$ cat src/hw/rtl/gripper_close_goal_sequencer_unit_macros.svh
// Assertion macros shared by the gripper close goal sequencer RTL.
`ifndef GRIPPER_CLOSE_GOAL_SEQUENCER_UNIT_MACROS_SVH
`define GRIPPER_CLOSE_GOAL_SEQUENCER_UNIT_MACROS_SVH
`ifndef SYNTHESIS
`define GCGS_ASSERT_NOW(label, clk, rst_n, cond, expr, msg) \
    label: assert property (@(posedge clk) disable iff (!rst_n) (cond) |-> (expr)) \
        else $error(msg);
`define GCGS_ASSERT_NEXT(label, clk, rst_n, cond, expr, msg) \
    label: assert property (@(posedge clk) disable iff (!rst_n) (cond) |=> (expr)) \
        else $error(msg);
`else
`define GCGS_ASSERT_NOW(label, clk, rst_n, cond, expr, msg)
`define GCGS_ASSERT_NEXT(label, clk, rst_n, cond, expr, msg)
`endif
`endif

$ cat src/hw/rtl/gcgs_pkg.sv
// Types, constants and helper functions of the gripper close goal sequencer.
package gcgs_pkg;

    localparam int NUM_GOALS       = 9;
    localparam int ANGLE_W         = 16;
    localparam int TOL_W           = 15;
    localparam int WIDE_W          = 16;
    localparam int CFG_IDX_W       = 3;
    localparam int CFG_DATA_W      = 16;

    localparam logic signed [ANGLE_W-1:0] CLOSE_ANGLE     = 16'sd3932;
    localparam logic signed [ANGLE_W-1:0] NEG_CLOSE_ANGLE = -16'sd3932;

    localparam logic signed [ANGLE_W-1:0] JOINT_ONE_RST   = 16'sd5004;
    localparam logic signed [ANGLE_W-1:0] JOINT_TWO_RST   = 16'sd6434;
    localparam logic signed [ANGLE_W-1:0] JOINT_THREE_RST = 16'sd0;
    localparam int                        TOL_RST_INT     = 41;
    localparam int                        MARGIN_RST_INT  = 41;
    localparam logic [TOL_W-1:0]          TOL_RST         = TOL_W'(TOL_RST_INT);
    localparam logic [TOL_W-1:0]          MARGIN_RST      = TOL_W'(MARGIN_RST_INT);
    localparam logic [WIDE_W-1:0]         WIDE_MARGIN_RST = WIDE_W'((6 * MARGIN_RST_INT + 2) / 5);

    // floor(x / 5) = (x * RECIP_5) >> RECIP_SHIFT, exact for x below 2**RECIP_SHIFT
    localparam int                RECIP_SHIFT = 22;
    localparam logic [19:0]       RECIP_5     = 20'd838861;

    typedef logic signed [ANGLE_W-1:0] t_angle;
    typedef logic [NUM_GOALS-1:0][ANGLE_W-1:0] t_goal_vec;

    typedef enum logic [CFG_IDX_W-1:0] {
        CFG_PINCHER_MODE = 3'd0,
        CFG_JOINT_ONE    = 3'd1,
        CFG_JOINT_TWO    = 3'd2,
        CFG_JOINT_THREE  = 3'd3,
        CFG_MATCH_TOL    = 3'd4,
        CFG_STOP_MARGIN  = 3'd5
    } t_cfg_idx;

    typedef struct packed {
        logic                pincher_mode;
        logic signed [15:0]  joint_one_limit;
        logic signed [15:0]  joint_two_limit;
        logic signed [15:0]  joint_three_limit;
        logic [TOL_W-1:0]    match_tolerance;
        logic [TOL_W-1:0]    stop_margin;
        logic [WIDE_W-1:0]   wide_margin;
    } t_cfg;

    function automatic logic angle_near(input t_angle a, input t_angle b,
                                        input logic [TOL_W-1:0] tol);
        logic signed [17:0] d;
        logic [17:0]        mag;
        d   = {{2{a[15]}}, a} - {{2{b[15]}}, b};
        mag = d[17] ? 18'(-d) : 18'(d);
        return mag < {3'b000, tol};
    endfunction

    function automatic t_angle add_cap(input t_angle lim, input t_angle ang,
                                       input logic [WIDE_W-1:0] add);
        logic signed [17:0] s;
        logic signed [17:0] l;
        s = {{2{ang[15]}}, ang} + {2'b00, add};
        l = {{2{lim[15]}}, lim};
        return (s < l) ? t_angle'(s[15:0]) : lim;
    endfunction

    function automatic t_angle sub_floor(input t_angle lo, input t_angle ang,
                                         input logic [TOL_W-1:0] sub);
        logic signed [17:0] s;
        logic signed [17:0] l;
        s = {{2{ang[15]}}, ang} - {3'b000, sub};
        l = {{2{lo[15]}}, lo};
        return (s > l) ? t_angle'(s[15:0]) : lo;
    endfunction

endpackage

$ cat src/hw/rtl/gcgs_cmd_if.sv
// Command channel: close request, contact bits and measured joint angles.
interface gcgs_cmd_if;
    logic               valid;
    logic               ready;
    logic               close_req;
    logic [9:0]         contact_flags;
    logic signed [15:0] angle_0;
    logic signed [15:0] angle_1;
    logic signed [15:0] angle_2;
    logic signed [15:0] angle_3;
    logic signed [15:0] angle_4;
    logic signed [15:0] angle_5;
    logic signed [15:0] angle_6;
    logic signed [15:0] angle_7;
    logic signed [15:0] angle_8;

    modport source (
        output valid, close_req, contact_flags,
        output angle_0, angle_1, angle_2, angle_3, angle_4, angle_5, angle_6, angle_7, angle_8,
        input  ready
    );
    modport sink (
        input  valid, close_req, contact_flags,
        input  angle_0, angle_1, angle_2, angle_3, angle_4, angle_5, angle_6, angle_7, angle_8,
        output ready
    );
endinterface

$ cat src/hw/rtl/gcgs_goal_if.sv
// Result channel: nine joint goal angles.
interface gcgs_goal_if;
    logic               valid;
    logic               ready;
    logic signed [15:0] goal_0;
    logic signed [15:0] goal_1;
    logic signed [15:0] goal_2;
    logic signed [15:0] goal_3;
    logic signed [15:0] goal_4;
    logic signed [15:0] goal_5;
    logic signed [15:0] goal_6;
    logic signed [15:0] goal_7;
    logic signed [15:0] goal_8;

    modport source (
        output valid,
        output goal_0, goal_1, goal_2, goal_3, goal_4, goal_5, goal_6, goal_7, goal_8,
        input  ready
    );
    modport sink (
        input  valid,
        input  goal_0, goal_1, goal_2, goal_3, goal_4, goal_5, goal_6, goal_7, goal_8,
        output ready
    );
endinterface

$ cat src/hw/rtl/gcgs_cfg.sv
// Configuration registers, including the derived wide-mode proximal margin.
module gcgs_cfg (
    input  logic                              i_clk,
    input  logic                              i_rst_n,
    input  logic                              i_cfg_we,
    input  logic [gcgs_pkg::CFG_IDX_W-1:0]    i_cfg_idx,
    input  logic [gcgs_pkg::CFG_DATA_W-1:0]   i_cfg_wdata,
    output gcgs_pkg::t_cfg                    o_cfg
);
    gcgs_pkg::t_cfg   r_cfg;
    gcgs_pkg::t_cfg   n_cfg;
    logic [17:0]      wide_num;
    logic [37:0]      wide_prod;

    always_comb begin
        n_cfg = r_cfg;
        if (i_cfg_we) begin
            unique case (gcgs_pkg::t_cfg_idx'(i_cfg_idx))
                gcgs_pkg::CFG_PINCHER_MODE: n_cfg.pincher_mode      = i_cfg_wdata[0];
                gcgs_pkg::CFG_JOINT_ONE:    n_cfg.joint_one_limit   = i_cfg_wdata;
                gcgs_pkg::CFG_JOINT_TWO:    n_cfg.joint_two_limit   = i_cfg_wdata;
                gcgs_pkg::CFG_JOINT_THREE:  n_cfg.joint_three_limit = i_cfg_wdata;
                gcgs_pkg::CFG_MATCH_TOL:    n_cfg.match_tolerance   = i_cfg_wdata[14:0];
                gcgs_pkg::CFG_STOP_MARGIN:  n_cfg.stop_margin       = i_cfg_wdata[14:0];
                default: ;
            endcase
        end
        // round(1.2 * margin) = floor((6 * margin + 2) / 5)
        wide_num          = {n_cfg.stop_margin, 1'b0} + {1'b0, n_cfg.stop_margin, 2'b00}
                            + 18'd2;
        wide_prod         = 38'(wide_num) * 38'(gcgs_pkg::RECIP_5);
        n_cfg.wide_margin = wide_prod[gcgs_pkg::RECIP_SHIFT +: gcgs_pkg::WIDE_W];
    end

    always_ff @(posedge i_clk) begin
        if (!i_rst_n) begin
            r_cfg.pincher_mode      <= 1'b0;
            r_cfg.joint_one_limit   <= gcgs_pkg::JOINT_ONE_RST;
            r_cfg.joint_two_limit   <= gcgs_pkg::JOINT_TWO_RST;
            r_cfg.joint_three_limit <= gcgs_pkg::JOINT_THREE_RST;
            r_cfg.match_tolerance   <= gcgs_pkg::TOL_RST;
            r_cfg.stop_margin       <= gcgs_pkg::MARGIN_RST;
            r_cfg.wide_margin       <= gcgs_pkg::WIDE_MARGIN_RST;
        end else begin
            r_cfg <= n_cfg;
        end
    end

    assign o_cfg = r_cfg;
endmodule

$ cat src/hw/rtl/gcgs_core.sv
// Next-goal logic for one tick: wide three-phase closing and pincher jaws.
module gcgs_core (
    input  gcgs_pkg::t_cfg       i_cfg,
    input  logic                 i_close,
    input  logic [8:0]           i_contact,
    input  gcgs_pkg::t_goal_vec  i_angle,
    input  gcgs_pkg::t_goal_vec  i_goal,
    output gcgs_pkg::t_goal_vec  o_goal
);
    gcgs_pkg::t_goal_vec n_goal;
    logic [2:0]          touch;
    logic                jaws_closed;
    logic                l1;
    logic                l2;
    logic                l3;
    int                  b;

    always_comb begin
        n_goal      = i_goal;
        touch       = {|i_contact[8:6], |i_contact[5:3], |i_contact[2:0]};
        jaws_closed = touch[0] && (touch[1] || touch[2]);
        l1          = 1'b0;
        l2          = 1'b0;
        l3          = 1'b0;
        b           = 0;
        if (i_close && !i_cfg.pincher_mode) begin
            for (int f = 0; f < 3; f++) begin
                b  = 3 * f;
                l1 = i_contact[b];
                l2 = i_contact[b+1];
                l3 = i_contact[b+2];
                if (!l1 && !l2 && !l3) begin
                    if (gcgs_pkg::angle_near(i_goal[b], '0, i_cfg.match_tolerance)) begin
                        n_goal[b]   = gcgs_pkg::CLOSE_ANGLE;
                        n_goal[b+1] = '0;
                        n_goal[b+2] = gcgs_pkg::NEG_CLOSE_ANGLE;
                    end else if (gcgs_pkg::angle_near(i_angle[b], gcgs_pkg::CLOSE_ANGLE,
                                                      i_cfg.match_tolerance)) begin
                        n_goal[b] = i_cfg.joint_one_limit;
                    end else if (gcgs_pkg::angle_near(i_angle[b], i_cfg.joint_one_limit,
                                                      i_cfg.match_tolerance)) begin
                        n_goal[b+1] = i_cfg.joint_two_limit;
                    end
                end else if (l3) begin
                    n_goal[b]   = gcgs_pkg::add_cap(i_cfg.joint_one_limit, i_angle[b],
                                                    i_cfg.wide_margin);
                    n_goal[b+1] = gcgs_pkg::add_cap(i_cfg.joint_two_limit, i_angle[b+1],
                                                    {1'b0, i_cfg.stop_margin});
                    n_goal[b+2] = gcgs_pkg::add_cap(i_cfg.joint_three_limit, i_angle[b+2],
                                                    {1'b0, i_cfg.stop_margin});
                end else if (l2) begin
                    n_goal[b]   = gcgs_pkg::add_cap(i_cfg.joint_one_limit, i_angle[b],
                                                    {1'b0, i_cfg.stop_margin});
                    n_goal[b+1] = gcgs_pkg::add_cap(i_cfg.joint_two_limit, i_angle[b+1],
                                                    {1'b0, i_cfg.stop_margin});
                    n_goal[b+2] = i_cfg.joint_three_limit;
                end else begin
                    n_goal[b]   = gcgs_pkg::add_cap(i_cfg.joint_one_limit, i_angle[b],
                                                    {1'b0, i_cfg.stop_margin});
                    n_goal[b+1] = i_cfg.joint_two_limit;
                    n_goal[b+2] = i_cfg.joint_three_limit;
                end
            end
        end else if (i_close) begin
            for (int f = 0; f < 3; f++) begin
                if (jaws_closed) begin
                    n_goal[2*f]   = gcgs_pkg::add_cap(gcgs_pkg::CLOSE_ANGLE, i_angle[2*f],
                                                      {1'b0, i_cfg.stop_margin});
                    n_goal[2*f+1] = gcgs_pkg::sub_floor(gcgs_pkg::NEG_CLOSE_ANGLE,
                                                        i_angle[2*f+1], i_cfg.stop_margin);
                end else begin
                    n_goal[2*f]   = gcgs_pkg::CLOSE_ANGLE;
                    n_goal[2*f+1] = gcgs_pkg::NEG_CLOSE_ANGLE;
                end
            end
        end
    end

    assign o_goal = n_goal;
endmodule

$ cat src/hw/rtl/gripper_close_goal_sequencer_unit.sv
// Top level of the gripper close goal sequencer.
//
//   channel   dir   beat contents
//   i_cmd     in    close_req, contact_flags, angle_0 .. angle_8
//   o_goal    out   goal_0 .. goal_8
//   cfg       in    i_cfg_we, i_cfg_idx, i_cfg_wdata (write only)
//
// A command beat is registered, then the core logic computes its goals into
// the goal register, which is both the stored state and the result beat.
// One beat per cycle is sustained while the result is not stalled.
// A stalled result holds the goal register; the command register still takes
// one beat behind it. Reset clears all goals and loads the register defaults.
`include "gripper_close_goal_sequencer_unit_macros.svh"
module gripper_close_goal_sequencer_unit (
    input  logic                              i_clk,
    input  logic                              i_rst_n,
    input  logic                              i_cfg_we,
    input  logic [gcgs_pkg::CFG_IDX_W-1:0]    i_cfg_idx,
    input  logic [gcgs_pkg::CFG_DATA_W-1:0]   i_cfg_wdata,
    gcgs_cmd_if.sink                          i_cmd,
    gcgs_goal_if.source                       o_goal
);
    gcgs_pkg::t_cfg      cfg;
    logic                r_cmd_valid;
    logic                r_close;
    logic [8:0]          r_contact;
    gcgs_pkg::t_goal_vec r_angle;
    gcgs_pkg::t_goal_vec r_goal;
    gcgs_pkg::t_goal_vec n_goal;
    logic                r_out_valid;
    logic                advance;
    logic                cmd_take;

    gcgs_cfg u_cfg (
        .i_clk       (i_clk),
        .i_rst_n     (i_rst_n),
        .i_cfg_we    (i_cfg_we),
        .i_cfg_idx   (i_cfg_idx),
        .i_cfg_wdata (i_cfg_wdata),
        .o_cfg       (cfg)
    );

    gcgs_core u_core (
        .i_cfg     (cfg),
        .i_close   (r_close),
        .i_contact (r_contact),
        .i_angle   (r_angle),
        .i_goal    (r_goal),
        .o_goal    (n_goal)
    );

    assign advance     = r_cmd_valid && (!r_out_valid || o_goal.ready);
    assign i_cmd.ready = !r_cmd_valid || advance;
    assign cmd_take    = i_cmd.valid && i_cmd.ready;

    always_ff @(posedge i_clk) begin
        if (!i_rst_n) begin
            r_cmd_valid <= 1'b0;
            r_out_valid <= 1'b0;
            r_goal      <= '0;
        end else begin
            if (cmd_take) begin
                r_cmd_valid <= 1'b1;
            end else if (advance) begin
                r_cmd_valid <= 1'b0;
            end
            if (advance) begin
                r_out_valid <= 1'b1;
                r_goal      <= n_goal;
            end else if (o_goal.ready) begin
                r_out_valid <= 1'b0;
            end
        end
    end

    always_ff @(posedge i_clk) begin
        if (cmd_take) begin
            r_close    <= i_cmd.close_req;
            r_contact  <= i_cmd.contact_flags[8:0];
            r_angle[0] <= i_cmd.angle_0;
            r_angle[1] <= i_cmd.angle_1;
            r_angle[2] <= i_cmd.angle_2;
            r_angle[3] <= i_cmd.angle_3;
            r_angle[4] <= i_cmd.angle_4;
            r_angle[5] <= i_cmd.angle_5;
            r_angle[6] <= i_cmd.angle_6;
            r_angle[7] <= i_cmd.angle_7;
            r_angle[8] <= i_cmd.angle_8;
        end
    end

    assign o_goal.valid  = r_out_valid;
    assign o_goal.goal_0 = r_goal[0];
    assign o_goal.goal_1 = r_goal[1];
    assign o_goal.goal_2 = r_goal[2];
    assign o_goal.goal_3 = r_goal[3];
    assign o_goal.goal_4 = r_goal[4];
    assign o_goal.goal_5 = r_goal[5];
    assign o_goal.goal_6 = r_goal[6];
    assign o_goal.goal_7 = r_goal[7];
    assign o_goal.goal_8 = r_goal[8];

    `GCGS_ASSERT_NEXT(a_stall_holds_goals, i_clk, i_rst_n, r_out_valid && !o_goal.ready, $stable(r_goal), "goals changed while result stalled")
    `GCGS_ASSERT_NEXT(a_open_keeps_goals, i_clk, i_rst_n, advance && !r_close, r_goal == $past(r_goal), "goals changed without close request")
    `GCGS_ASSERT_NEXT(a_pincher_keeps_upper, i_clk, i_rst_n, advance && cfg.pincher_mode, r_goal[8:6] == $past(r_goal[8:6]), "pincher mode touched goals 6 to 8")
    `GCGS_ASSERT_NOW(a_ready_when_empty, i_clk, i_rst_n, !r_out_valid, i_cmd.ready, "command not ready with empty result")
endmodule
$ cat src/flat_wrapper.sv
// flat-port wrapper written by rule: the top's interface ports become plain ports
module gripper_close_goal_sequencer_unit_flat 
  (i_clk, i_rst_n, i_cfg_we, i_cfg_idx, i_cfg_wdata, i_cmd_valid, i_cmd_close_req, i_cmd_contact_flags, i_cmd_angle_0, i_cmd_angle_1, i_cmd_angle_2, i_cmd_angle_3, i_cmd_angle_4, i_cmd_angle_5, i_cmd_angle_6, i_cmd_angle_7, i_cmd_angle_8, i_cmd_ready, o_goal_valid, o_goal_goal_0, o_goal_goal_1, o_goal_goal_2, o_goal_goal_3, o_goal_goal_4, o_goal_goal_5, o_goal_goal_6, o_goal_goal_7, o_goal_goal_8, o_goal_ready);
  gcgs_cmd_if i_cmd_i ();
  gcgs_goal_if o_goal_i ();
  input  logic i_clk;
  input  logic i_rst_n;
  input  logic i_cfg_we;
  input  logic [gcgs_pkg::CFG_IDX_W-1:0] i_cfg_idx;
  input  logic [gcgs_pkg::CFG_DATA_W-1:0] i_cfg_wdata;
  input wire logic [$bits(i_cmd_i.valid)-1:0] i_cmd_valid;
  input wire logic [$bits(i_cmd_i.close_req)-1:0] i_cmd_close_req;
  input wire logic [$bits(i_cmd_i.contact_flags)-1:0] i_cmd_contact_flags;
  input wire logic [$bits(i_cmd_i.angle_0)-1:0] i_cmd_angle_0;
  input wire logic [$bits(i_cmd_i.angle_1)-1:0] i_cmd_angle_1;
  input wire logic [$bits(i_cmd_i.angle_2)-1:0] i_cmd_angle_2;
  input wire logic [$bits(i_cmd_i.angle_3)-1:0] i_cmd_angle_3;
  input wire logic [$bits(i_cmd_i.angle_4)-1:0] i_cmd_angle_4;
  input wire logic [$bits(i_cmd_i.angle_5)-1:0] i_cmd_angle_5;
  input wire logic [$bits(i_cmd_i.angle_6)-1:0] i_cmd_angle_6;
  input wire logic [$bits(i_cmd_i.angle_7)-1:0] i_cmd_angle_7;
  input wire logic [$bits(i_cmd_i.angle_8)-1:0] i_cmd_angle_8;
  output wire logic [$bits(i_cmd_i.ready)-1:0] i_cmd_ready;
  output wire logic [$bits(o_goal_i.valid)-1:0] o_goal_valid;
  output wire logic [$bits(o_goal_i.goal_0)-1:0] o_goal_goal_0;
  output wire logic [$bits(o_goal_i.goal_1)-1:0] o_goal_goal_1;
  output wire logic [$bits(o_goal_i.goal_2)-1:0] o_goal_goal_2;
  output wire logic [$bits(o_goal_i.goal_3)-1:0] o_goal_goal_3;
  output wire logic [$bits(o_goal_i.goal_4)-1:0] o_goal_goal_4;
  output wire logic [$bits(o_goal_i.goal_5)-1:0] o_goal_goal_5;
  output wire logic [$bits(o_goal_i.goal_6)-1:0] o_goal_goal_6;
  output wire logic [$bits(o_goal_i.goal_7)-1:0] o_goal_goal_7;
  output wire logic [$bits(o_goal_i.goal_8)-1:0] o_goal_goal_8;
  input wire logic [$bits(o_goal_i.ready)-1:0] o_goal_ready;
  assign i_cmd_i.valid = i_cmd_valid;
  assign i_cmd_i.close_req = i_cmd_close_req;
  assign i_cmd_i.contact_flags = i_cmd_contact_flags;
  assign i_cmd_i.angle_0 = i_cmd_angle_0;
  assign i_cmd_i.angle_1 = i_cmd_angle_1;
  assign i_cmd_i.angle_2 = i_cmd_angle_2;
  assign i_cmd_i.angle_3 = i_cmd_angle_3;
  assign i_cmd_i.angle_4 = i_cmd_angle_4;
  assign i_cmd_i.angle_5 = i_cmd_angle_5;
  assign i_cmd_i.angle_6 = i_cmd_angle_6;
  assign i_cmd_i.angle_7 = i_cmd_angle_7;
  assign i_cmd_i.angle_8 = i_cmd_angle_8;
  assign i_cmd_ready = i_cmd_i.ready;
  assign o_goal_valid = o_goal_i.valid;
  assign o_goal_goal_0 = o_goal_i.goal_0;
  assign o_goal_goal_1 = o_goal_i.goal_1;
  assign o_goal_goal_2 = o_goal_i.goal_2;
  assign o_goal_goal_3 = o_goal_i.goal_3;
  assign o_goal_goal_4 = o_goal_i.goal_4;
  assign o_goal_goal_5 = o_goal_i.goal_5;
  assign o_goal_goal_6 = o_goal_i.goal_6;
  assign o_goal_goal_7 = o_goal_i.goal_7;
  assign o_goal_goal_8 = o_goal_i.goal_8;
  assign o_goal_i.ready = o_goal_ready;
  gripper_close_goal_sequencer_unit u_core (.i_clk(i_clk), .i_rst_n(i_rst_n), .i_cfg_we(i_cfg_we), .i_cfg_idx(i_cfg_idx), .i_cfg_wdata(i_cfg_wdata), .i_cmd(i_cmd_i), .o_goal(o_goal_i));
endmodule
$ cat config.mk
export PLATFORM = sky130hd
export DESIGN_NAME = gripper_close_goal_sequencer_unit_flat
export DESIGN_NICKNAME = d
export VERILOG_FILES = /design/src/hw/rtl/gcgs_pkg.sv /design/src/hw/rtl/gcgs_cmd_if.sv /design/src/hw/rtl/gcgs_goal_if.sv /design/src/hw/rtl/gcgs_cfg.sv /design/src/hw/rtl/gcgs_core.sv /design/src/hw/rtl/gripper_close_goal_sequencer_unit.sv /design/src/flat_wrapper.sv
export VERILOG_INCLUDE_DIRS = /design/src /design/src/hw/rtl
export SDC_FILE = /design/constraint.sdc
export NUM_CORES = 2
export LEC_CHECK = 0
export ABC_AREA = 1
export BUFFER_PORTS_ARGS = -buffer_cell sky130_fd_sc_hd__buf_2
export CORE_UTILIZATION = 55
export DETAILED_ROUTE_END_ITERATION = 8
export PLACE_DENSITY = 0.73
export SYNTH_ARGS = -nofsm -noshare
export SYNTH_HDL_FRONTEND = slang
export SYNTH_SLANG_ARGS = --single-unit
$ cat constraint.sdc
create_clock -name i_clk -period 22 [get_ports i_clk]
set_input_delay 4.4 -clock i_clk [delete_from_list [all_inputs] [get_ports i_clk]]
set_output_delay 4.4 -clock i_clk [all_outputs]
set_load 0.01 [all_outputs]
==> impl_summary.md <==
Setup path
Counting both buffers and inverters, the worst setup path holds a total of 6. The delay of the slowest critical-path stage is about 570 ps. The data required time at the worst endpoint is between 20000 and 25000 ps. The worst reg2reg path startpoint is u_core.u_cfg.o_cfg[17]. The critical path starts at i_cfg_idx[1]. For the worst setup path, the data arrival time is between 10000 and 15000 ps. In this run the register-to-register setup slack is around 14000 ps.

The capture point of the critical path is u_core.u_cfg.o_cfg[8]. Along the worst path, the maximum fanout reaches 24. The gate family responsible for the most delay along the worst path is adder cells.

The worst setup path is launched from a primary input. The endpoint identified for the worst register-to-register timing path is u_core.u_cfg.o_cfg[8]. The library cell contributing the largest single delay on the critical path is sky130_fd_sc_hd__fa_1. The length in cells of the worst reg-to-reg path is 32. The worst setup path is captured at a flip-flop. The cell count along the critical path is 32.

The setup path with the least slack is of type in -> reg.

Clocking
The clock latency on the worst-skew pair is ~670 ps. The clock transition at the register clock pins on the worst setup and hold paths after CTS is 60 ps. Gates resized during post-CTS repair numbered 0.

The tree is rooted in a sky130_fd_sc_hd__clkbuf_16. TritonCTS built the clock tree. The number of buffers inserted during clock tree synthesis is 48. Once the clock tree was built, the setup fixing pass inserted 0 buffers. Counting along the longest clock path gives a buffer depth of 3. The number of buffers added to fix hold violations after cts is 0.

The number of clock sinks seen by CTS is about 400. CTS built an H-tree with a depth of 2.

Timing
The setup violation total in the final timing report is 0. The worst relative slew slack is 15.1%. Setup repair after global routing left no endpoint under its margin. The worst path uses a little over half of the clock period. Subtracting the final worst setup slack from the clock period gives 11760 ps. Adding up every negative setup slack in the final design gives 0 ps. The final count of hold timing violations is 0. The final clock skew is between 20 and 30 ps. Based on the critical path, the design can be clocked at up to ~0.085 GHz.

The worst path meets setup with ~10000 ps of slack. At the pin with the least slew margin, the transition time is between 1000 and 1500 ps. The total count of max-transition violations in the final report was 0.

Power
Across the VDD grid, the largest voltage drop is roughly 0.21 mV. The leakage power is ~30 nW. The power per cell area is 103 nW/µm².

Detailed routing
In the routed design, unresolved DRC markers number 0. After the first detailed-routing iteration, the DRC count stood at around 5800. The detailed-router iteration count before antenna repair is 8. The average wire per standard cell is 21.3 µm. The via-per-instance ratio is 5.87. In this run the remaining antenna-violating nets after routing total 0. The total wire length after detailed routing is ~200 mm.

The total number of vias is ~55000.

Logic synthesis
Synthesis produced a netlist whose cell count is 7776. Yosys mapped a number of flops with a built-in enable equal to ~150. The synthesis-stage register bit count is 395. Each instance of the synthesized netlist takes up on average around 6.7 µm². The dominant cell by count in the synthesized netlist is sky130_fd_sc_hd__nand2_1. The number of nets produced by synthesis is approximately 8800. Sequential cells were found to cover between 10% and 20% of the synthesized design area. The Yosys step of the flow raised 0 warnings. The largest area contributor in the synthesized netlist is sky130_fd_sc_hd__ha_1. By count the netlist is led by sky130_fd_sc_hd__nand2_1, sky130_fd_sc_hd__inv_1, sky130_fd_sc_hd__ha_1. The proportion of synthesized flip-flops having asynchronous set or reset is 0%.

The top cell type by area accounts for 18.2% of the synthesized area. Yosys attributes the largest share of cell area to sky130_fd_sc_hd__ha_1, sky130_fd_sc_hd__nand2_1, sky130_fd_sc_hd__dfxtp_1. The cell area after technology mapping is just over 50000 µm². In the synthesized netlist the dominant register cell turns out to be sky130_fd_sc_hd__dfxtp_1.

The number of library cell types mapped by synthesis is 68.

GRT
Global routing finished with a remaining overflow of 0. Global routing used 40.6% of the available tracks. The via count of the first global-routing pass came to roughly 50000. Entering global routing, the biggest net connects 112 pins. The initial antenna violation count is 11. The first global-routing pass estimated around 300 mm of wire.

Place
In this run the tool buffered the top-level ports with ~320 buffer cells. Summed over all nets, the half-perimeter wirelength after detailed placement is 153 mm. The global placer's final weighted congestion is between 1 and 1.5. Once placement finished, the instance area stood at between 50000 and 60000 µm². The pre-CTS setup slack is approximately 9600 ps.

Layout
With fillers left out, the area of the finished cells amounts to ~56000 µm². The count of fill cells added during filler insertion is 9081. The layout overhead on the synthesized area is 8.40%. At the end of the flow, the number of nets in the layout was around 9000.

The share of post-route cells with drive strength above 1 is under 10%.

Min path
In this run the worst hold path is classified as reg -> reg. The number of stages on the worst hold path is 2.

Floorplan
The horizontal die dimension is between 300 and 400 µm. The full die area is 95300 µm². The core region is just over 90000 µm².

The die is ~300 µm tall. The initial utilization of the core area, before any placement, comes to around 56%. between 300 and 400 I/O pins were placed. After floorplanning, the core was divided into between 100 and 150 placement rows.

Flow run
The number of max-capacitance violations reported is 0.

Outcome
The run finished with clean final reports.
==> worst register-to-register path: cells and delay by family (launching register included) <==
kind,cells,cell delay [ps]
AOI/OAI and AO/OA,9,1650
xor gates and xnor gates,1,410
adders and majority gates,8,3530
buffers and inverters,7,1510
DFF,1,310
and+or+nand+nor,7,940
==> kinds of logic (layout without fill, tap and decap cells) <==
group                    after synthesis  count (layout)  synth area share (%)
XOR/XNOR                             315             315                  5.49
other                                  0              15                     0
adder cells (fa/ha/maj)              854             854                  22.2
AO/OA/AOI/OAI                       1303            1303                  14.1
flip-flops                           395             395                  18.3
AND/OR/NAND/NOR                     3650            3650                  30.5
buffers and inverters               1259            1545                  9.52
==> power breakdown <==
group	switching [mW]	total (mW)	internal (mW)	leakage, nW
combinational	2.60	4.02	1.41	25.2
clock	0.358	0.815	0.456	0.753
sequential	0.0950	0.918	0.823	3.47
==> area by class of cell <==
type | instances | area (µm²) | area share, %
clock inverter | 23 | 249 | 0.444
inverter | 1076 | 4040 | 7.21
sequential | 395 | 9450 | 16.9
clock buffer | 66 | 1310 | 2.34
tap | 1254 | 1570 | 2.80
timing repair buffer | 380 | 2050 | 3.65
antenna | 15 | 37.5 | 0.0669
multi-input combinational | 6122 | 37400 | 66.6
==> state kept, by name, indices dropped and copies added (netlist names) <==
signal	flops
u_core.o_goal.goal_0	16
u_core.o_goal.goal_3	16
u_core.o_goal.goal_7	16
u_core.r_close	1
u_core.o_goal.goal_5	16
u_core.o_goal.goal_1	16
u_core.o_goal.goal_2	16
u_core.o_goal.goal_6	16
u_core.u_cfg.o_cfg	95
u_core.r_contact	9
u_core.o_goal.goal_8	16
u_core.r_angle	144
u_core.o_goal.goal_4	16
u_core.r_cmd_valid	1
u_core.o_goal.valid	1
==> worst min path at each step <==
stage / startpoint / to
after global placement: u_core.o_goal.goal_8[0] / u_core.o_goal.goal_8[0]
final: u_core.o_goal.goal_8[1] / u_core.o_goal.goal_8[1]
after floorplan: u_core.u_cfg.o_cfg[94] / u_core.u_cfg.o_cfg[94]
after CTS: u_core.o_goal.goal_8[4] / u_core.o_goal.goal_8[4]
after global routing: u_core.o_goal.goal_8[9] / u_core.o_goal.goal_8[9]
after detailed placement: u_core.o_goal.goal_8[0] / u_core.o_goal.goal_8[0]
==> layout by cell type, fill, tap and decap left out, types with 21 or more instances in the layout <==
cell	synthesis	layout
sky130_fd_sc_hd__nand2_1	1944	1944
sky130_fd_sc_hd__inv_1	1027	1025
sky130_fd_sc_hd__ha_1	751	751
sky130_fd_sc_hd__nand3_1	666	666
sky130_fd_sc_hd__nor2_1	619	616
sky130_fd_sc_hd__a21oi_1	601	601
sky130_fd_sc_hd__o21ai_0	388	388
sky130_fd_sc_hd__buf_2	54	322
sky130_fd_sc_hd__dfxtp_1	241	240
sky130_fd_sc_hd__xor2_1	229	229
sky130_fd_sc_hd__edfxtp_1	154	154
sky130_fd_sc_hd__nand4_1	105	105
sky130_fd_sc_hd__fa_1	103	103
sky130_fd_sc_hd__nor3_1	84	84
sky130_fd_sc_hd__xnor2_1	77	77
sky130_fd_sc_hd__a31oi_1	70	70
sky130_fd_sc_hd__nand2_2	68	68
sky130_fd_sc_hd__nand3b_1	64	64
sky130_fd_sc_hd__buf_4	8	58
sky130_fd_sc_hd__o211ai_1	48	48
sky130_fd_sc_hd__clkbuf_16	0	48
sky130_fd_sc_hd__inv_2	28	29
sky130_fd_sc_hd__a21oi_2	25	25
sky130_fd_sc_hd__o21bai_1	25	25
sky130_fd_sc_hd__a21o_1	23	23
sky130_fd_sc_hd__o31ai_1	22	22
sky130_fd_sc_hd__clkinv_1	21	21
sky130_fd_sc_hd__a211oi_1	21	21
==> metrics by stage <==
step / cells / hold slack, ps / util, % / total power [mW]
final: 9331 / 473 / 60.2 / 5.75
after global routing: 9316 / 488 / 60.1 / 6.29
after CTS: 9316 / 475 / 60.1 / 5.67
after detailed placement: 9227 / 459 / 58.5 / 4.83
after global placement: 9227 / 458 / 58.5 / 4.76
after floorplan: 7776 / 439 / - / 3.81
==> metal layers <==
layer	wire (µm)	vias to the layer above	global-route usage, %
met5	23	-	0
met4	15400	4	27.2
met3	21700	675	9.30
met2	82300	2709	61.5
met1	79600	25000	51.4
li1	-	26300	-
Note: power is estimated with default switching activity, not from simulation.
